[src/sgot_mac.sv]
// Shared 16x17 signed multiply-accumulate unit for the cell projection.
`timescale 1ns / 1ps
module sgot_mac (
    input  logic               i_clk,
    input  logic               i_clear,
    input  logic               i_en,
    input  logic signed [15:0] i_a,
    input  logic signed [16:0] i_b,
    output logic signed [34:0] o_acc
);
    logic signed [34:0] r_acc;
    logic signed [34:0] n_acc;
    logic signed [32:0] w_prod;

    // One product per cycle into the accumulator while i_en is high and i_clear is low.
    always_comb begin
        w_prod = i_a * i_b;
        n_acc  = r_acc;
        if (i_clear) begin
            n_acc = 35'sd0;
        end else if (i_en) begin
            n_acc = r_acc + 35'(w_prod);
        end
    end

    always_ff @(posedge i_clk) begin
        r_acc <= n_acc;
    end

    assign o_acc = r_acc;
endmodule

[config.mk]
export PLATFORM = sky130hd
export DESIGN_NAME = sgot_mac
export DESIGN_NICKNAME = d
export VERILOG_FILES = /design/src/sgot_mac.sv
export SDC_FILE = /design/constraint.sdc
export NUM_CORES = 1
export LEC_CHECK = 0
export BUFFER_PORTS_ARGS = -buffer_cell sky130_fd_sc_hd__buf_2
export CORE_MARGIN = 2
export CORE_UTILIZATION = 65
export CTS_CLUSTER_SIZE = 12
export DETAILED_ROUTE_END_ITERATION = 16
export PLACE_DENSITY = 0.87
export SLEW_MARGIN = 40
export SYNTH_ARGS = -nofsm -noshare
export SYNTH_HDL_FRONTEND = slang
export SYNTH_SLANG_ARGS = --single-unit
export TNS_END_PERCENT = 10
[constraint.sdc]
create_clock -name i_clk -period 9.4 [get_ports i_clk]
set_clock_uncertainty 0.2 [all_clocks]
set_input_delay 1.88 -clock i_clk [delete_from_list [all_inputs] [get_ports i_clk]]
set_output_delay 1.88 -clock i_clk [all_outputs]
set_load 0.005 [all_outputs]
### Yosys cells after proc, flatten, opt, wreduce, memory -nomap -nowiden

Index checks and enable logic that the tools add are counted.

* register bits after elaboration: 35
* input bits: 36
* output and inout bits: 35
* logic and storage cells: 3

* $add $sub $neg: 1
* multiply operators: 1

Operators by type and width (count)
* $add A35 B33 Y35: 1
* $mul A16 B17 Y33: 1

### Depth between registers and ports, before layout

Gate-level depths: netlist of run 1.

* word-level depth: 2
* depth in mapped cells: 25
* mapped depth without buffers: 24

### Worst setup path before layout of run 1

Ideal clock, no wire load.

* path type: in2reg
* start: input i_a[7]
* end: register r_acc[24] (netlist: o_acc[24])
* setup time: 0.144 ns
* arrival time: 7.581 ns
* required time: 9.056 ns
* setup slack: 1.474 ns
* cell stages on the path: 24
* buffers on the path: 2
* cell sequence: clkbuf_1 -> clkbuf_1 -> nand2_1 -> fa_1 -> inv_1 -> fa_1 -> inv_1 -> fa_1 -> inv_1 -> fa_1 -> fa_1 -> inv_1 -> fa_1 -> inv_1 -> ha_1 -> and3_1 -> nand2_2 -> or4_4 -> o21a_1 -> a21o_1 -> a21boi_1 -> o21ai_1 -> mux2i_1 -> o311ai_0

* longest elaborated chain between the ends: 2

RTL lines
* start: declaration: line 7 `input logic signed [15:0] i_a,`
* $mul A16 B17 Y33: line 17 `w_prod = i_a * i_b;`
* $add A35 B33 Y35: line 22 `n_acc = r_acc + 35'(w_prod);`
* end signal: assignment: line 27 `r_acc <= n_acc;`
* end: declaration: line 11 `logic signed [34:0] r_acc;`

Every way passes these cells.
A chain may end at the register's enable or synchronous reset.

### Final worst setup path of run 1

* start: input i_a[1]
* end: register r_acc[32] (netlist: o_acc[32])

Same word-level chain as after synthesis.

==> impl_metrics.py, run 1 <==
metrics = {
    "timing": {
        "final_hold_violation_count": 0,
        "period_share": 0.8628,
        "final-max-slew-violation-count": 0,
        "achievable-frequency_ghz": 0.1233,
        "period_needed_ns": 8.110,
        "max_slew.worst_pin.slew_ns": 0.6656,
        "rsz0062_at_grt": "no",
        "tns_ns": 0,
        "setup_viol": 0,
        "relSlewSlack": 0.5563,
    },
    "worst_setup_path": {
        "critPathBufInv": 6,
        "timing.critical_path.from_type": "primary input",
        "sequence_of_cells_on_the_critical_path": "buf_2, nand2_1, inv_1, fa_2, inv_1, fa_1, inv_1, fa_1, fa_1, fa_1, inv_1, fa_1, inv_1, ha_1, and3_1, a21boi_0, a221oi_2, a21oi_1, o21ai_0, xor2_1, o21ai_0",
        "worstPathRequired_ns": 9.36,
        "worst_r2r_dst": "o_acc[32]",
        "category_of_the_worst_setup_path_capture_point": "flip-flop",
        "worstPathArrival_ns": 8.07,
        "critical_path.max_stage_delay_ns": 0.72,
        "worstSetupPathType": "in -> reg",
        "ff2ff_path_depth": 19,
        "slowest_stage": "sky130_fd_sc_hd__fa_1",
        "crit_fanout": 17,
        "critical_path.top_delay_family": "adder cells",
        "regToRegSetupSlack_ns": 3.53,
        "crit-reg2reg-launch": "o_acc[15]",
    },
    "yosys": {
        "synth-seq-area-share": 0.05377,
        "synthesis.instances": 1400,
        "synthArstFlopShare": 0,
        "synthFlopType": "sky130_fd_sc_hd__dfxtp_1",
        "synth.cell_area_um2": 13030,
        "synth_nets": 1860,
        "post_synth_main_area_contributors": "sky130_fd_sc_hd__fa_1 (49%), sky130_fd_sc_hd__inv_1 (10%), sky130_fd_sc_hd__ha_1 (10%)",
        "synth_largest_type_area_fraction": 0.4916,
        "ys_ff_latch": 35,
        "netlist-cell-type-count": 54,
        "post_synth_edffs": 0,
        "yosys_warnings": 0,
        "yosys.area.top_type": "sky130_fd_sc_hd__fa_1",
        "per_instance_average_area_after_synthesis_um2": 9.308,
    },
    "clock_network": {
        "insertion_delay_ns": 0.29,
        "clock_pin_transition_on_the_worst_setup_and_hold_timing_paths_ns": 0.06,
        "htree_num_levels": 2,
        "post_cts_hold_buffer_count": 0,
        "cts_inserted_buffers": 5,
        "cts_resized": 0,
        "post_cts_buffers": 0,
        "cts_tree": "yes",
        "clock-root-buffer": "sky130_fd_sc_hd__clkbuf_16",
        "cts.sink_count": 35,
        "maximum_clock_insertion_buffer_count": 2,
    },
    "routing": {
        "via_per_inst": 5.697,
        "detail-route-antenna-nets": 0,
        "route.final.wire_length_um": 29810,
        "drcViolationCount": 0,
        "detail_route.first_pass.iterations": 5,
        "drtIter0Drc": 578,
        "dr_total_vias": 9645,
        "routed_wire_length_per_instance_um": 17.61,
    },
    "floorplanning": {
        "dieHeight_um": 145.6,
        "placementRows": 51,
        "fp.dieArea_um2": 21200,
        "floorplan.die.width_um": 145.6,
        "initial_util": 0.6652,
        "design.core.area_um2": 19590,
        "i_o_pin_count": 71,
    },
    "cells_and_area": {
        "area_delta_synth_final_pct": 5.070,
        "layout.filler_cells": 1468,
        "area_occupied_by_multi_input_gates_um2": 10780,
        "finish.net_count": 1887,
        "antennaDiodeCount": 0,
        "flip_flop_count_of_the_largest_register_after_layout": 35,
        "layout-drive-gt1-share": 0.06513,
        "seqCellArea_um2": 700.7,
    },
    "min_path": {
        "hold_path.class": "reg -> reg",
        "whs_path_depth": 2,
        "hp_start": "o_acc[4]",
        "holdPathEnd": "o_acc[4]",
    },
    "status": {
        "outcome": "completed",
    },
    "job": {
        "max-cap-violations": 0,
    },
    "global_route": {
        "first_global_vias": 10627,
        "grt_use_total": 0.2969,
        "grt_start_max_net_pins": 52,
        "grt_first_pass_wirelength_um": 50530,
        "overflow": 0,
        "number_of_antenna_violations_at_the_first_check_in_global_routing": 0,
    },
    "placed_design": {
        "detailed_place_hpwl_um": 25010,
        "place_congestion": 0.8889,
        "portBuffers": 70,
    },
}
[cells in the mapped netlist (3+ instances only)]
cell,number
sky130_fd_sc_hd__o21a_1,3
sky130_fd_sc_hd__nand2_1,147
sky130_fd_sc_hd__a21o_1,14
sky130_fd_sc_hd__and2_1,127
sky130_fd_sc_hd__o22ai_1,3
sky130_fd_sc_hd__o311ai_0,5
sky130_fd_sc_hd__buf_1,3
sky130_fd_sc_hd__nand4b_1,4
sky130_fd_sc_hd__a21oi_1,25
sky130_fd_sc_hd__xnor2_1,25
sky130_fd_sc_hd__nor2_1,51
sky130_fd_sc_hd__dfxtp_1,35
sky130_fd_sc_hd__and3_1,6
sky130_fd_sc_hd__o21ai_0,17
sky130_fd_sc_hd__mux2i_1,22
sky130_fd_sc_hd__clkbuf_1,48
sky130_fd_sc_hd__xor2_1,8
sky130_fd_sc_hd__fa_1,320
sky130_fd_sc_hd__nand2b_1,17
sky130_fd_sc_hd__o21bai_1,3
sky130_fd_sc_hd__ha_1,104
sky130_fd_sc_hd__inv_1,363
sky130_fd_sc_hd__nor3b_1,3
sky130_fd_sc_hd__nand3_1,6
[cells in the final DEF (no fill, tap or decap), drive strengths merged, types with 22 or more instances in the layout]
cell type / Yosys / final
ha: 104 / 104
xnor2: 25 / 25
nand2: 148 / 148
dfxtp: 35 / 35
fa: 320 / 320
buf: 3 / 71
and2: 128 / 128
mux2i: 22 / 22
inv: 363 / 363
nor2: 51 / 51
a21oi: 25 / 25
[layout make-up]
class                   instances  share of cell area
clock buffers                   8             0.01142
inverters                     363             0.09952
multi-input cells             951              0.7873
flip-flops and latches         35             0.05117
well taps                     265             0.02422
repair buffers                 71             0.02632
[worst reg2reg max path: stages, from the launching register on]
cell,delay (ns)
sky130_fd_sc_hd__dfxtp_1,0.40
sky130_fd_sc_hd__inv_1,0.10
sky130_fd_sc_hd__fa_1,0.51
sky130_fd_sc_hd__inv_1,0.06
sky130_fd_sc_hd__fa_1,0.53
sky130_fd_sc_hd__fa_1,0.45
sky130_fd_sc_hd__fa_1,0.54
sky130_fd_sc_hd__inv_1,0.05
sky130_fd_sc_hd__fa_1,0.48
sky130_fd_sc_hd__inv_1,0.04
sky130_fd_sc_hd__ha_1,0.34
sky130_fd_sc_hd__a21oi_1,0.20
sky130_fd_sc_hd__o21ai_0,0.18
sky130_fd_sc_hd__a311oi_1,0.37
sky130_fd_sc_hd__o211ai_2,0.16
sky130_fd_sc_hd__a221oi_2,0.48
sky130_fd_sc_hd__a21oi_1,0.18
sky130_fd_sc_hd__o21ai_0,0.26
sky130_fd_sc_hd__xor2_1,0.16
sky130_fd_sc_hd__o21ai_0,0.08
[worst max path at each step]
stage,startpoint,to,slack [ns],depth (start not counted)
floorplan,i_a[7],o_acc[24],1.47,24
global placement,i_a[1],o_acc[32],1.22,21
detailed placement,i_a[1],o_acc[32],0.99,21
CTS,i_a[1],o_acc[32],1.27,21
global route,i_a[1],o_acc[32],0.96,21
finish,i_a[1],o_acc[32],1.29,21
[logic make-up after synthesis]
kind of cell | Yosys count | share of synthesized area
buffers and inverters | 414 | 0.1193
adders and majority gates | 424 | 0.5915
xor gates and xnor gates | 33 | 0.02218
AOI/OAI and AO/OA | 96 | 0.05108
and+or+nand+nor | 376 | 0.1454
muxes | 22 | 0.01690
DFF | 35 | 0.05377
[metal layers]
layer / global-route usage / part of all wire / routed length [µm]
met1: 0.3508 / 0.35 / 10490
met2: 0.5533 / 0.55 / 16260
met3: 0.03730 / 0.060 / 1790
met4: 0.1127 / 0.042 / 1264
met5: 0 / 0 / 0
[metrics by stage]
stage | std cells | util | cell area (µm²) | setup WS [ns] | hold WS [ns]
after floorplan | 1400 | - | 13030 | 1.474 | 0.2717
after global routing | 1693 | 0.6989 | 13690 | 0.9619 | 0.3231
after detailed placement | 1685 | 0.6906 | 13530 | 0.9887 | 0.2979
final | 1693 | 0.6989 | 13690 | 1.290 | 0.3102
after CTS | 1693 | 0.6986 | 13690 | 1.271 | 0.3133
after global placement | 1685 | 0.6906 | 13530 | 1.224 | 0.2879
Power of run 1 is not shown: default switching activity piles up to over one toggle a cycle in this logic, so the estimate is an artifact.
==> run 2, diff against run 1 <==
--- a/config.mk
+++ b/config.mk
@@ -5,12 +5,13 @@
 export SDC_FILE = /design/constraint.sdc
 export NUM_CORES = 1
 export LEC_CHECK = 0
+export ABC_AREA = 1
 export BUFFER_PORTS_ARGS = -buffer_cell sky130_fd_sc_hd__buf_2
 export CORE_MARGIN = 2
-export CORE_UTILIZATION = 65
+export CORE_UTILIZATION = 30
 export CTS_CLUSTER_SIZE = 12
 export DETAILED_ROUTE_END_ITERATION = 16
-export PLACE_DENSITY = 0.87
+export PLACE_DENSITY = 0.48
 export SLEW_MARGIN = 40
 export SYNTH_ARGS = -nofsm -noshare
 export SYNTH_HDL_FRONTEND = slang
==> run 2 against run 1 <==
Core utilization down 37 points. Critical path depth up 3. Global-route usage down 13 points. Critical path type unchanged. Worst setup slack better by 0.35 ns. Cell count up 47%. Worst hold slack better by 0.029 ns. Critical endpoint is now o_acc[31]. Synthesized cell count up 33%. Routed wire length up 27%. Sequential cell count unchanged. Via count up 13%. Clock-buffer cell count down 2. Fmax up 4.5%.
==> impl_metrics.py, run 2 <==
metrics = {
    "status": {
        "outcome": "completed",
    },
    "floorplanning": {
        "fp.dieArea_um2": 48660,
        "floorplan.die.width_um": 220.6,
        "initial_util": 0.3029,
        "design.core.area_um2": 46460,
        "dieHeight_um": 220.6,
        "placementRows": 79,
        "i_o_pin_count": 71,
    },
    "routing": {
        "dr_total_vias": 10891,
        "routed_wire_length_per_instance_um": 15.19,
        "via_per_inst": 4.381,
        "detail-route-antenna-nets": 0,
        "drtIter0Drc": 491,
        "route.final.wire_length_um": 37760,
        "detail_route.first_pass.iterations": 5,
        "drcViolationCount": 0,
    },
    "global_route": {
        "grt_start_max_net_pins": 53,
        "grt_use_total": 0.1664,
        "number_of_antenna_violations_at_the_first_check_in_global_routing": 0,
        "grt_first_pass_wirelength_um": 63250,
        "first_global_vias": 11770,
        "overflow": 0,
    },
    "worst_setup_path": {
        "worst_r2r_dst": "o_acc[22]",
        "timing.critical_path.from_type": "primary input",
        "cp-startpoint": "i_a[1]",
        "worstSetupPathType": "in -> reg",
        "crit-reg2reg-launch": "o_acc[15]",
        "worstPathArrival_ns": 7.76,
        "worstPathRequired_ns": 9.40,
        "category_of_the_worst_setup_path_capture_point": "flip-flop",
        "ff2ff_path_depth": 22,
        "crit_fanout": 17,
        "regToRegSetupSlack_ns": 4.22,
    },
    "cells_and_area": {
        "finish.net_count": 2338,
        "stdcell_area_um2": 15070,
        "most_common_cell_after_layout_fill_and_taps_aside": "sky130_fd_sc_hd__inv_1",
        "layout-drive-gt1-share": 0.05482,
        "mostFrequentLayoutCells": "sky130_fd_sc_hd__inv_1 (591), sky130_fd_sc_hd__nand2_1 (447), sky130_fd_sc_hd__fa_1 (319), sky130_fd_sc_hd__nor2_1 (125), sky130_fd_sc_hd__ha_1 (104)",
        "utilization": 0.3244,
        "area_delta_synth_final_pct": 7.086,
        "antennaDiodeCount": 0,
        "layout.filler_cells": 5057,
        "flip_flop_count_of_the_largest_register_after_layout": 35,
    },
    "placed_design": {
        "place_congestion": 0.8804,
        "detailed_place_hpwl_um": 33010,
        "portBuffers": 70,
        "placedInstanceArea_um2": 14930,
    },
    "timing": {
        "max_slew.worst_pin.slew_ns": 0.6473,
        "achievable-frequency_ghz": 0.1288,
        "setup_viol": 0,
        "period_needed_ns": 7.761,
        "final_hold_violation_count": 0,
        "relSlewSlack": 0.5685,
        "tns_ns": 0,
        "final.hold.worst_slack_ns": 0.3392,
        "rsz0062_at_grt": "no",
        "final-max-slew-violation-count": 0,
        "period_share": 0.8257,
    },
    "clock_network": {
        "cts.sink_count": 35,
        "post_cts_hold_buffer_count": 0,
        "htree_num_levels": 2,
        "clock-root-buffer": "sky130_fd_sc_hd__clkbuf_16",
        "clock_pin_transition_on_the_worst_setup_and_hold_timing_paths_ns": 0.06,
        "cts_resized": 0,
        "post_cts_buffers": 0,
        "insertion_delay_ns": 0.30,
        "cts_tree": "yes",
        "cts_inserted_buffers": 5,
        "maximum_clock_insertion_buffer_count": 2,
    },
    "yosys": {
        "yosys.area.top_type": "sky130_fd_sc_hd__fa_1",
        "per_instance_average_area_after_synthesis_um2": 7.534,
        "synth_largest_type_area_fraction": 0.4552,
        "post-synth-top-count-cell": "sky130_fd_sc_hd__inv_1",
        "synth.cell_area_um2": 14070,
        "post_synth_main_area_contributors": "sky130_fd_sc_hd__fa_1 (46%), sky130_fd_sc_hd__inv_1 (16%), sky130_fd_sc_hd__nand2_1 (12%)",
        "synthArstFlopShare": 0,
        "ys_ff_latch": 35,
        "synth-seq-area-share": 0.04979,
        "synth_nets": 2328,
        "yosys_warnings": 0,
        "post_synth_edffs": 0,
        "synthesis.instances": 1868,
        "yosys-top-cells-count": "sky130_fd_sc_hd__inv_1 (591), sky130_fd_sc_hd__nand2_1 (447), sky130_fd_sc_hd__fa_1 (320), sky130_fd_sc_hd__nor2_1 (125), sky130_fd_sc_hd__ha_1 (104)",
        "synthFlopType": "sky130_fd_sc_hd__dfxtp_1",
        "netlist-cell-type-count": 36,
    },
    "min_path": {
        "hold_path.class": "reg -> reg",
        "whs_path_depth": 2,
        "hp_start": "o_acc[0]",
        "holdPathEnd": "o_acc[0]",
    },
    "job": {
        "max-cap-violations": 0,
    },
}
run 2: cell count changes after synthesis, sizes merged, moves of 20 or more:
cell | previous run | this run
and2 | 128 | 0
clkbuf | 48 | 68
inv | 363 | 592
mux2i | 22 | 0
nand2 | 148 | 454
nand3 | 6 | 46
nor2 | 51 | 130
xnor2 | 25 | 3
run 2: cell type report:
cell class              instances  area (µm²)  share of cell area
well taps                     607       759.5             0.05039
clock inverters                 2       12.51           0.0008302
flip-flops and latches         35       700.7             0.04649
clock buffers                   6       128.9            0.008551
multi-input cells            1169       10860              0.7208
inverters                     593        2226              0.1477
repair buffers                 74       380.4             0.02524
run 2: cell families (layout without fill, tap and decap cells):
family | Yosys count | count (layout) | synth area share
fa+ha+maj | 424 | 424 | 0.5477
compound gates | 84 | 84 | 0.03298
xor+xnor | 15 | 15 | 0.009335
simple gates | 646 | 646 | 0.1817
flops | 35 | 35 | 0.04979
buf+inv | 664 | 675 | 0.1785
run 2: critical path, cell delays in order:
cell                      delay, ns
sky130_fd_sc_hd__buf_2         0.25
sky130_fd_sc_hd__nand2_1       0.21
sky130_fd_sc_hd__inv_1         0.09
sky130_fd_sc_hd__fa_2          0.64
sky130_fd_sc_hd__inv_1         0.13
sky130_fd_sc_hd__fa_1          0.71
sky130_fd_sc_hd__inv_1         0.19
sky130_fd_sc_hd__fa_1          0.51
sky130_fd_sc_hd__inv_1         0.05
sky130_fd_sc_hd__fa_1          0.57
sky130_fd_sc_hd__fa_1          0.43
sky130_fd_sc_hd__fa_1          0.48
sky130_fd_sc_hd__inv_1         0.04
sky130_fd_sc_hd__ha_1          0.33
sky130_fd_sc_hd__a21oi_1       0.27
sky130_fd_sc_hd__o21ai_0       0.21
sky130_fd_sc_hd__nand2_1       0.09
sky130_fd_sc_hd__nand2_1       0.05
sky130_fd_sc_hd__a21oi_1       0.25
sky130_fd_sc_hd__nand2_1       0.10
sky130_fd_sc_hd__nand2_1       0.06
sky130_fd_sc_hd__nand3_1       0.07
sky130_fd_sc_hd__nand2_1       0.08
sky130_fd_sc_hd__inv_1         0.03
run 2: how the worst max path moves through the flow:
stage / to / cells past startpoint
6_report: o_acc[31] / 24
5_1_grt: o_acc[31] / 24
4_1_cts: o_acc[31] / 24
3_5_place_dp: o_acc[31] / 24
3_3_place_gp: o_acc[31] / 24
2_1_floorplan: o_acc[24] / 23
run 2: through the flow:
| stage | std cells | setup WS (ns) |
|---|---|---|
| after floorplan | 1868 | 2.118 |
| after global placement | 2478 | 1.354 |
| after detailed placement | 2478 | 1.374 |
| after CTS | 2486 | 1.685 |
| after global routing | 2486 | 1.312 |
| final | 2486 | 1.639 |
run 2: routing by layer:
layer,track usage,vias to the layer above,share of wire
met5,0,-,0
met1,0.2389,5457,0.48
met2,0.2814,162,0.48
met3,0.01127,28,0.027
met4,0.02378,0,0.011
li1,-,5244,-
Power of run 2 is left out for the same reason.
